$ cat config.mk
export PLATFORM = sky130hd
export DESIGN_NAME = tfr_controller
export DESIGN_NICKNAME = d
export VERILOG_FILES = /design/src/rtl/tfr_pkg.sv /design/src/rtl/tfr_controller.sv
export SDC_FILE = /design/constraint.sdc
export NUM_CORES = 1
export LEC_CHECK = 0
export BUFFER_PORTS_ARGS = -buffer_cell sky130_fd_sc_hd__buf_2
export CORE_AREA = 2 2 39 41
export CTS_BUF_LIST = sky130_fd_sc_hd__clkbuf_4
export CTS_CLUSTER_DIAMETER = 50
export CTS_CLUSTER_SIZE = 28
export DETAILED_ROUTE_END_ITERATION = 12
export DIE_AREA = 0 0 41 43
export PLACE_DENSITY = 0.75
export SYNTH_ARGS = -nofsm -noshare
export SYNTH_HDL_FRONTEND = slang
export SYNTH_SLANG_ARGS = --single-unit
$ cat constraint.sdc
create_clock -name clk -period 5.53 [get_ports clk]
set_input_delay 1.3825 -clock clk [delete_from_list [all_inputs] [get_ports clk]]
set_output_delay 1.3825 -clock clk [all_outputs]
set_load 0.005 [all_outputs]
$ cat src/rtl/tfr_pkg.sv
// ----------------------------------------------------------------------------
// tfr_pkg
// Shared types and codes for the tied fractional ranker.
// ----------------------------------------------------------------------------
package tfr_pkg;

    localparam logic [1:0] STATUS_OK        = 2'd0;
    localparam logic [1:0] STATUS_NOT_READY = 2'd1;
    localparam logic [1:0] STATUS_RANGE     = 2'd2;

    localparam logic ACTION_LOAD = 1'b0;
    localparam logic ACTION_READ = 1'b1;

    localparam int RANK_WIDTH = 11;

    // controller -> datapath
    typedef struct packed {
        logic load_clear;    // start a new set
        logic load_write;    // store sample at count
        logic rd_issue;      // read rank store at index
        logic sort_init;     // i <= 1
        logic ins_start;     // key <= store[i], j <= i
        logic ins_cmp_rd;    // read order[j-1] value
        logic ins_shift;     // order[j] <= order[j-1], j--
        logic ins_place;     // order[j] <= key, i++
        logic run_init;      // start run scan
        logic run_step;      // fetch order[j] value
        logic run_eval;      // compare and advance
        logic fill_step;     // write rank for one run member
        logic set_ready;
    } tfr_cmd_t;

    // datapath -> controller
    typedef struct packed {
        logic ranks_ready;
        logic full;
        logic i_done;        // i >= n
        logic j_zero;
        logic cmp_gt;        // order[j-1] value > key
        logic j_at_n;        // run scan reached n
        logic cut;
        logic fill_done;
        logic n_zero;
    } tfr_sts_t;

endpackage

$ cat src/rtl/tfr_controller.sv
// ----------------------------------------------------------------------------
// tfr_controller
// Sequencer for load, read, insertion sort and tie-run fill.
// ----------------------------------------------------------------------------
module tfr_controller import tfr_pkg::*; (
    input  logic     clk,
    input  logic     rst_n,
    input  logic     in_valid,
    output logic     in_stall,
    input  logic     action,
    input  logic     last_sample,
    output logic     out_valid,
    input  logic     out_stall,
    output tfr_cmd_t cmd,
    input  tfr_sts_t sts
);
    localparam logic [3:0] S_IDLE   = 4'd0;
    localparam logic [3:0] S_INSF   = 4'd1;
    localparam logic [3:0] S_OUT    = 4'd2;
    localparam logic [3:0] S_INS0   = 4'd3;
    localparam logic [3:0] S_INSK   = 4'd4;
    localparam logic [3:0] S_INSR   = 4'd5;
    localparam logic [3:0] S_INSC   = 4'd6;
    localparam logic [3:0] S_RUNR   = 4'd7;
    localparam logic [3:0] S_RUNE   = 4'd8;
    localparam logic [3:0] S_FILLR  = 4'd9;
    localparam logic [3:0] S_FILL   = 4'd10;
    localparam logic [3:0] S_RUNINI = 4'd11;
    localparam logic [3:0] S_RUNF   = 4'd12;

    logic [3:0] state_reg, state_next;
    logic       acc;

    assign in_stall  = (state_reg != S_IDLE);
    assign acc       = in_valid && !in_stall;
    assign out_valid = (state_reg == S_OUT);

    always_comb
    begin
        cmd        = '0;
        state_next = state_reg;
        case (state_reg)
            S_IDLE:
            begin
                if (acc && action == ACTION_READ)
                begin
                    cmd.rd_issue = 1'b1;
                    state_next   = S_OUT;
                end
                else if (acc)
                begin
                    cmd.load_clear = sts.ranks_ready;
                    cmd.load_write = sts.ranks_ready || !sts.full;
                    if (last_sample)
                    begin
                        cmd.sort_init = 1'b1;
                        state_next    = S_INS0;
                    end
                end
            end
            S_INS0:
            begin
                if (sts.i_done)
                    state_next = S_RUNINI;
                else
                begin
                    cmd.ins_start = 1'b1;
                    state_next    = S_INSK;
                end
            end
            S_INSK:
                state_next = S_INSR;
            S_INSR:
            begin
                if (sts.j_zero)
                begin
                    cmd.ins_place = 1'b1;
                    state_next    = S_INS0;
                end
                else
                begin
                    cmd.ins_cmp_rd = 1'b1;
                    state_next     = S_INSF;
                end
            end
            // sample read at order[j-1]
            S_INSF:
                state_next = S_INSC;
            S_INSC:
            begin
                if (sts.cmp_gt)
                begin
                    cmd.ins_shift = 1'b1;
                    state_next    = S_INSR;
                end
                else
                begin
                    cmd.ins_place = 1'b1;
                    state_next    = S_INS0;
                end
            end
            S_RUNINI:
            begin
                if (sts.n_zero)
                begin
                    cmd.set_ready = 1'b1;
                    state_next    = S_IDLE;
                end
                else
                begin
                    cmd.run_init = 1'b1;
                    state_next   = S_RUNR;
                end
            end
            S_RUNR:
            begin
                if (sts.j_at_n)
                    state_next = S_FILLR;
                else
                begin
                    cmd.run_step = 1'b1;
                    state_next   = S_RUNF;
                end
            end
            // sample read at order[j]
            S_RUNF:
                state_next = S_RUNE;
            S_RUNE:
            begin
                cmd.run_eval = 1'b1;
                if (sts.cut)
                    state_next = S_FILLR;
                else
                    state_next = S_RUNR;
            end
            S_FILLR:
                state_next = S_FILL;
            S_FILL:
            begin
                cmd.fill_step = 1'b1;
                if (!sts.fill_done)
                    state_next = S_FILLR;
                else if (sts.j_at_n)
                begin
                    cmd.set_ready = 1'b1;
                    state_next    = S_IDLE;
                end
                else
                    state_next = S_RUNR;
            end
            S_OUT:
            begin
                if (!out_stall)
                    state_next = S_IDLE;
            end
            default:
                state_next = S_IDLE;
        endcase
    end

    always_ff @(posedge clk or negedge rst_n)
    begin
        if (!rst_n)
            state_reg <= S_IDLE;
        else
            state_reg <= state_next;
    end

endmodule

==> results.md, run 1 <==
- Top cells by area, synth: dfrtp_1, nor3_1, nor2_1, inv_1, nand2_1
- Tcrit/Tclk final: 0.612
- CP cell instances: buf_2, nor3b_2, a21boi_1, buf_2
- Dpl cell area: 668 um2
- Worst Clk Skew: 0.00131 ns
- Slew headroom: 0.630
- CTS Sinks: 4
- Critical path class: in -> out
- Average size of a mapped cell: 6.81 um2
- CP max stage cell: nor3b_2
- Max-slew violation count: 0
- Vias in the first global route: 523
- Post-Place Cells: 117
- CTS max path bufs: 2
- Row cnt: 14
- Crit path max fanout: 3
- Core box area: roughly 1400 um2
- PwrDens: approximately 460 nW/um2
- Antenna fix cells: 0
- Actual slew at the worst max-slew pin: 0.556 ns
- Most frequent cells in the layout: buf_2, nor3_1, nor2_1
- Max FFs per register: 4
- Crit path DAT: 2.00 ns
- P_int: 158 uW
- P_sw: 159 uW
- Worst Path Required: 4.15 ns
- Clock power frac: 0.116
- Vias per cell: 5.34
- Die area: 1760 um2
- Port buffer count: 29
- Synth area leader: dfrtp_1
- Crit path top cell by count: buf_2
- Primary FF master, synth: dfrtp_1
- CTS tree: done
- Logic gate share of total power: 0.559
- Worst r2r src: state_reg[0]
- Post-synthesis sequential area ratio: 0.186
- Final wirelength: roughly 1.3 mm
- Pin count of the biggest net entering global routing: 22
- Worst setup SP type: primary input
- Worst-skew pair later-pin latency: approximately 0.24 ns
- CP Capture Type: output port
- Post_cts resized: 0
- Reg2Reg Depth: 4
- Slowest cell delay on critical path: 0.22 ns
- Cell Area, Synth: 538 um2
- Post-DRT Antenna Nets: 0
- Clk pin slew, worst setup/hold paths: ~0.040 ns
- Leak Pwr: 0.000337 uW
- Post-DP HPWL: 993 um
- Area growth syn-to-layout: 28.4%
- Root buffer cell: clkbuf_4
- H-tree levels: 1
- Post-CTS Hold Buffers: 0
- Overflow after GRT: 0
- Vias: 641
- Layout cells sized above 1: 0.346
- Worst vdd ir: ~170 uV
- Pre-Repair DR Iteration Count: 4
- Synth unique cells: 30
- GPL Wtd Cong: 0.793
- All-Layer GR Usage: 0.169
- # IOs: 30
- Max-Cap Viols: 0
- Non-Filler Instances: 120
- Nets: 121
- Wire per inst: 10.9 um
- Gate Count Post-Synth: 79
- Post-synth EDFFs: 0
- TNS Setup: 0 ns
- Final setup vio count: 0
- Die Wd: 41 um
- FMAX: 295 MHz
- First-pass GRT wire length: 2.12 mm
- #FFs+latches synth: 4
- Period minus WS final: 3.38 ns
- Initial antenna violation count: 0
- Reg2reg end: state_reg[1]
- Unrepaired setup endpoints after global routing: no
- Die height: 43 um
- Seq pwr share: 0.326
- Design area: 691 um2
- Yosys top cell area share: 0.186
- Inserted Clock Buffers: 3
- Post-Synthesis Net Count: 94
- Min-delay worst type: reg -> reg
- Pwr Total: ~320 uW
- Setup slack, reg-to-reg: ~3.8 ns
- Status: finished, final reports clean
- Switching share of power: 0.502
- Asr flop ratio synth: 1.00
- Residual DRC count: 0
- Final-report hold violation count: 0
- Yosys warns: 0
- Worst setup path start: action
- Commonest non-fill, non-tap cell in the layout: buf_2
- Post-CTS Setup Repair Bufs: 0
- Worst setup endpoint: cmd[11]
- First-iteration detailed-routing DRC count: 5
- Initial Utilization: 0.389
## worst max-delay path, delay by kind of cell
kind / cells / cell delay [ns]
AOI/OAI and AO/OA: 1 / 0.17
and+or+nand+nor: 1 / 0.22
buffers and inverters: 2 / 0.23
## worst min path at each step
stage,from,end,depth (start not counted)
CTS,state_reg[1],state_reg[0],2
global route,state_reg[1],state_reg[0],2
detailed placement,state_reg[1],state_reg[0],2
global placement,state_reg[1],state_reg[0],2
floorplan,state_reg[2],state_reg[0],3
finish,state_reg[1],state_reg[0],2
## final cells by class
| class | instances | area [um2] |
|---|---|---|
| Clock buffer | 3 | 22.5 |
| Fill cell | 150 | 693 |
| Inverter | 7 | 26.3 |
| Multi-Input combinational cell | 61 | 377 |
| Sequential cell | 4 | 100 |
| Tap cell | 16 | 20.0 |
| Timing Repair Buffer | 29 | 145 |
## power by group through the flow
stage	Combinational [uW]	Sequential [uW]	Clock (uW)
6_report	177	103	36.7
5_1_grt	203	112	38.3
4_1_cts	178	102	38.0
3_5_place_dp	177	102	0
3_3_place_gp	175	103	0
2_1_floorplan	189	51.8	0
## per-layer routing
layer,up-vias,share of wire,GRT usage
met2,32,0.44,0.250
met5,-,0,0
met4,0,0.014,0.100
met1,262,0.47,0.235
met3,2,0.081,0
li1,345,-,-
## per-stage QoR
step / hold WS (ns) / util / setup WS [ns]
after floorplan: 0.688 / - / 2.39
after global routing: 0.872 / 0.499 / 2.04
after CTS: 0.821 / 0.499 / 2.13
final: 0.826 / 0.499 / 2.15
after global placement: 0.848 / 0.483 / 2.18
after detailed placement: 0.814 / 0.483 / 2.13
## synthesized netlist by cell type (2+ instances only)
library cell / number
and2_1: 2
nand2_1: 7
nor2_1: 8
nor3_1: 8
dfrtp_1: 4
o221ai_1: 3
nor4_1: 2
nand2b_1: 3
o21ai_0: 5
a21oi_1: 3
clkbuf_1: 5
a31oi_1: 4
inv_1: 7
o211ai_1: 2
## logic make-up after synthesis
kind of cell           Yosys count  synth area share
AND/OR/NAND/NOR                 37             0.384
flip-flops                       4             0.186
multiplexers                     1            0.0186
buffers and inverters           14             0.114
AO/OA/AOI/OAI                   23             0.298
(Power assumes the default switching activity.)
==> inputs of run 2 (changes only) <==
--- a/config.mk
+++ b/config.mk
@@ -5,14 +5,14 @@
 export SDC_FILE = /design/constraint.sdc
 export NUM_CORES = 1
 export LEC_CHECK = 0
+export ABC_AREA = 1
 export BUFFER_PORTS_ARGS = -buffer_cell sky130_fd_sc_hd__buf_2
-export CORE_AREA = 2 2 39 41
+export CORE_UTILIZATION = 40
 export CTS_BUF_LIST = sky130_fd_sc_hd__clkbuf_4
 export CTS_CLUSTER_DIAMETER = 50
 export CTS_CLUSTER_SIZE = 28
 export DETAILED_ROUTE_END_ITERATION = 12
-export DIE_AREA = 0 0 41 43
-export PLACE_DENSITY = 0.75
+export PLACE_DENSITY = 0.77
 export SYNTH_ARGS = -nofsm -noshare
 export SYNTH_HDL_FRONTEND = slang
 export SYNTH_SLANG_ARGS = --single-unit
==> constraint.sdc (replaced) <==
create_clock -name clk -period 2.9 [get_ports clk]
set_input_delay 0.725 -clock clk [delete_from_list [all_inputs] [get_ports clk]]
set_output_delay 0.725 -clock clk [all_outputs]
set_load 0.005 [all_outputs]
==> run 2 against run 1 <==
  * Combinational power is 140% higher
  * Count of clock-buffer cells in the layout stayed put
  * Global-route usage is 2.4 points higher
  * Die area is 15% lower
  * Register-to-register slack worse by 2.1 ns
  * Via count is 0.62% higher
  * Final cell count is 14% higher
  * Sequential power is 41% higher
  * Utilization is 12 points higher
  * Clock skew hardly changed
==> results.md, run 2 <==
- Leak Pwr: 0.000469 uW
- Asr flop ratio synth: 1.00
- Final Util: 0.618
- Most frequent cells in the layout: buf_2, inv_1, nand2_1
- Port buffer count: 29
- All-Layer GR Usage: 0.192
- Status: finished, final reports clean
- Max-slew violation count: 0
- #FFs+latches synth: 4
- Min-delay worst type: in -> async
- Worst setup SP type: flop
- Crit path DAT: 1.36 ns
- FMAX: 479 MHz
- Initial antenna violation count: 0
- GPL Wtd Cong: between 0.8 and 0.9
- CTS tree: done
- Vias per cell: 4.71
- Pin count of the biggest net entering global routing: 8
- Die height: between 30 and 40 um
- Core box area: between 1000 and 1500 um2
- Switching share of power: 0.547
- Vias in the first global route: a little over 500
- Nets: 140
- Synth unique cells: 17
- Overflow after GRT: 0
- Worst Path Required: between 2 and 2.5 ns
- Clock power frac: 0.105
- Post-synth top cells: inv_1, nand2_1, nor2_1, nand3_1, nor2_4
- Inserted Clock Buffers: 3
- PwrDens: 884 nW/um2
- Final wirelength: roughly 1.3 mm
- Slew headroom: 0.806
- TNS Setup: 0 ns
- Yosys warns: 0
- Clk pin slew, worst setup/hold paths: 0.04 ns
- Top cells by area, synth: dfrtp_1, inv_1, nand2_1, nor2_4, nand3_1
- Gate Count Post-Synth: 91
- Seq pwr share: 0.227
- Row cnt: 12
- Max-Cap Viols: 0
- Yosys top cell area share: 0.186
- Tcrit/Tclk final: 0.720
- Final-report hold violation count: 0
- Antenna fix cells: 0
- P_int: a little under 300 uW
- Root buffer cell: clkbuf_4
- P_sw: 350 uW
- Worst hold slack: around 0.29 ns
- Reg2Reg Depth: 6
- Residual DRC count: 0
- Period minus WS final: 2.09 ns
- Worst-skew pair later-pin latency: 0.23 ns
- Actual slew at the worst max-slew pin: 0.291 ns
- Post-synthesis sequential area ratio: 0.186
- Initial Utilization: 0.459
- Setup slack, reg-to-reg: 1.65 ns
- Post-DP HPWL: roughly 1.1 mm
- Design area: 723 um2
- Post-CTS Setup Repair Bufs: 0
- # IOs: 30
- CTS Sinks: 4
- Post-synth EDFFs: 0
- Vias: 645
- Post-CTS Hold Buffers: 0
- Layout cells sized above 1: 0.407
- Commonest non-fill, non-tap cell in the layout: buf_2
- Most used standard cell by instance count after synthesis: inv_1
- Die Wd: 38.7 um
- Synth area leader: dfrtp_1
- Pre-Repair DR Iteration Count: 4
- Worst r2r src: state_reg[2]
- Max FFs per register: 4
- First-pass GRT wire length: 1.95 mm
- Worst Clk Skew: 0.00159 ns
- Worst vdd ir: 536 uV
- Reg2reg end: state_reg[1]
- Logic gate share of total power: 0.667
- CTS max path bufs: 2
- Post_cts resized: 0
- Crit path max fanout: 7
- Post-Synthesis Net Count: 106
- Area growth syn-to-layout: 34.4%
- Wire per inst: 9.47 um
- Pwr Total: 639 uW
- Die area: 1500 um2
- CP Capture Type: output port
- Critical path class: reg -> out
- Dpl cell area: ~700 um2
- H-tree levels: 1
- Final setup vio count: 0
- Unrepaired setup endpoints after global routing: no
- Average size of a mapped cell: 5.91 um2
- Post-DRT Antenna Nets: 0
- Cell Area, Synth: 538 um2
- First-iteration detailed-routing DRC count: 16
- Primary FF master, synth: dfrtp_1
==> run 2: worst max path at each step <==
stage	slack, ns	endpoint	startpoint	cells past startpoint
floorplan	1.12	cmd[11]	action	3
global placement	0.89	cmd[11]	action	5
detailed placement	0.87	cmd[11]	action	5
CTS	0.80	cmd[11]	state_reg[2]	4
global route	0.67	cmd[0]	state_reg[3]	5
finish	0.81	cmd[11]	state_reg[2]	4
==> run 2: power groups by stage <==
stage                     logic [uW]  clock network [uW]  registers, uW
final                            427                67.4            145
after global routing             485                78.6            150
after CTS                        430                70.8            145
after detailed placement         428                   0            145
after global placement           425                   0            145
after floorplan                  317                   0            140
==> run 2: cell type report <==
| cell class | count | area (um2) |
|---|---|---|
| repair buffers | 29 | 145 |
| multi-input cells | 64 | 352 |
| clock buffers | 3 | 22.5 |
| flip-flops and latches | 4 | 100 |
| fillers | 115 | 448 |
| inverters | 23 | 86.3 |
| well taps | 14 | 17.5 |
==> run 2: per-stage QoR <==
stage,std cells,setup WS (ns)
finish,137,0.812
global placement,134,0.895
detailed placement,134,0.867
global route,137,0.670
CTS,137,0.802
floorplan,91,1.12
==> run 2: metal layers <==
layer	part of all wire	wire, um	vias up	global-route usage
met4	0	0	0	0.0517
met2	0.48	618	23	0.329
met3	0.062	81	0	0.0520
met1	0.46	598	270	0.233
met5	0	0	-	0
li1	-	-	352	-
==> run 2: critical path, cell delays in order, from the launching register on <==
cell	delay, ns
dfrtp_1	0.47
nor2_4	0.23
nand4_1	0.18
a21oi_1	0.14
buf_2	0.12
==> run 2: kinds of logic (layout without fill, tap and decap cells) <==
| kind of cell | Yosys count | count (layout) | synth area share |
|---|---|---|---|
| AO/OA/AOI/OAI | 9 | 9 | 0.102 |
| buffers and inverters | 23 | 55 | 0.160 |
| AND/OR/NAND/NOR | 55 | 55 | 0.551 |
| flip-flops | 4 | 4 | 0.186 |
==> inputs of run 3 (changes only) <==
==> constraint.sdc (replaced) <==
create_clock -name clk -period 1.9 [get_ports clk]
set_input_delay 0.475 -clock clk [delete_from_list [all_inputs] [get_ports clk]]
set_output_delay 0.475 -clock clk [all_outputs]
set_load 0.005 [all_outputs]
==> run 3 against run 2 <==
  * Critical path depth unchanged
  * First-iteration DRC count decreased by 25%
  * Utilization increased by 0.85 points
  * Sequential cell count unchanged
  * Sequential power increased by 58%
  * Total power increased by 59%
  * Combinational power increased by 60%
  * Critical endpoint unchanged
  * Highest routed layer is now met4
==> results.md, run 3 (synthesis gave the netlist of run 2 again) <==
- Core box area: ~1200 um2
- Post-CTS Hold Buffers: 0
- Unrepaired setup endpoints after global routing: yes
- First-iteration detailed-routing DRC count: 12
- TNS Setup: 0 ns
- H-tree levels: 1
- Worst Path Required: 1.42 ns
- Antenna fix cells: 0
- Actual slew at the worst max-slew pin: roughly 0.28 ns
- GPL Wtd Cong: 0.830
- Pre-Repair DR Iteration Count: 4
- Worst hold slack: 0.0300 ns
- Crit path DAT: 1.34 ns
- Worst-skew pair later-pin latency: 0.24 ns
- Slew headroom: 0.812
- Post-DRT Antenna Nets: 0
- Residual DRC count: 0
- Worst vdd ir: between 800 and 900 uV
- All-Layer GR Usage: 0.213
- Non-Filler Instances: 138
- Final-report hold violation count: 0
- Root buffer cell: clkbuf_4
- CTS max path bufs: 2
- Initial Utilization: 0.459
- Leak Pwr: 0.000471 uW
- Vias in the first global route: ~570
- Die height: 38.7 um
- Max FFs per register: 4
- Max-slew violation count: 0
- Pin count of the biggest net entering global routing: 8
- Pwr Total: 1020 uW
- Most frequent cells in the layout: buf_2, inv_1, nand2_1
- Worst Clk Skew: approximately 0.0083 ns
- Nets: between 100 and 150
- First-pass GRT wire length: approximately 2.2 mm
- Port buffer count: 29
- Die Wd: 38.7 um
- Wire per inst: 10.1 um
- Initial antenna violation count: 0
- Commonest non-fill, non-tap cell in the layout: buf_2
- Status: finished, final reports clean
- Crit path max fanout: 7
- Vias: ~670
- Clk pin slew, worst setup/hold paths: 0.04 ns
- FMAX: 551 MHz
- Die area: approximately 1500 um2
- Max-Cap Viols: 0
- Overflow after GRT: 0
- Worst setup SP type: flop
- CP Capture Type: output port
- Final Util: 0.626
- # IOs: 30
- PwrDens: roughly 1400 nW/um2
- Critical path class: reg -> out
- Tcrit/Tclk final: 0.956
- CTS tree: done
- Row cnt: 12
- Inserted Clock Buffers: 3
- Layout cells sized above 1: 0.427
- Vias per cell: 4.83
- Period minus WS final: 1.82 ns
- CTS Sinks: 4
- Post-Place Cells: between 100 and 150
- Final wirelength: 1.40 mm
- Area growth syn-to-layout: 36.3%
- Final setup vio count: 0
- Filler cells: 123
- Min-delay worst type: in -> async
- Post-DP HPWL: approximately 1.2 mm
-- run 3: cell count changes in the layout (fill, tap and decap cells not counted), sizes merged --
cell	change
buf	+1
-- run 3: worst paths after layout --
kind	slack, ns	end	startpoint	cells after the start
setup reg to reg	0.65	state_reg[1]	state_reg[0]	6
max in group asynchronous	1.73	state_reg[3]	rst_n	1
hold reg to reg	0.65	state_reg[3]	state_reg[3]	2
setup / recovery	0.08	cmd[11]	state_reg[0]	4
min in group clk	0.50	state_reg[3]	sts[2]	3
hold / removal	0.03	state_reg[0]	rst_n	1
-- run 3: critical path: stages (launching register included) --
cell     delay [ns]
dfrtp_1        0.46
nor2_4         0.20
nand4_1        0.16
a21oi_1        0.15
buf_2          0.13
-- run 3: cell type report --
cell class	count	area, um2	area share
multi-input combinational	64	352	0.480
clock buffer	3	22.5	0.0307
inverter	23	86.3	0.118
sequential	4	103	0.140
timing repair buffer	30	153	0.208
tap	14	17.5	0.0239
-- run 3: per-layer routing --
metal  vias to the layer above  track usage  routed length (um)
li1                        355            -                   -
met1                       280        0.229                 610
met2                        30        0.400                 695
met3                         2      0.00578                  78
met4                         0        0.129                  14
met5                         -            0                   0
-- run 3: repair_timing --
item	CTS	global route
resized for setup	0	2
setup buffers	0	1
endpoints found under the setup margin	0	5
-- run 3: where the power goes --
group,internal (uW),total (uW),switching (uW)
registers,135,229,94.0
logic,261,684,423
clock network,70.7,107,36.0
total,466,1020,553
-- run 3: through the flow --
stage | cell area, um2 | worst slack [ns]
after global routing | 733 | -0.0224
after CTS | 723 | 0.0367
after global placement | 701 | 0.347
final | 733 | 0.0845
after floorplan | 538 | 0.487
after detailed placement | 701 | 0.293
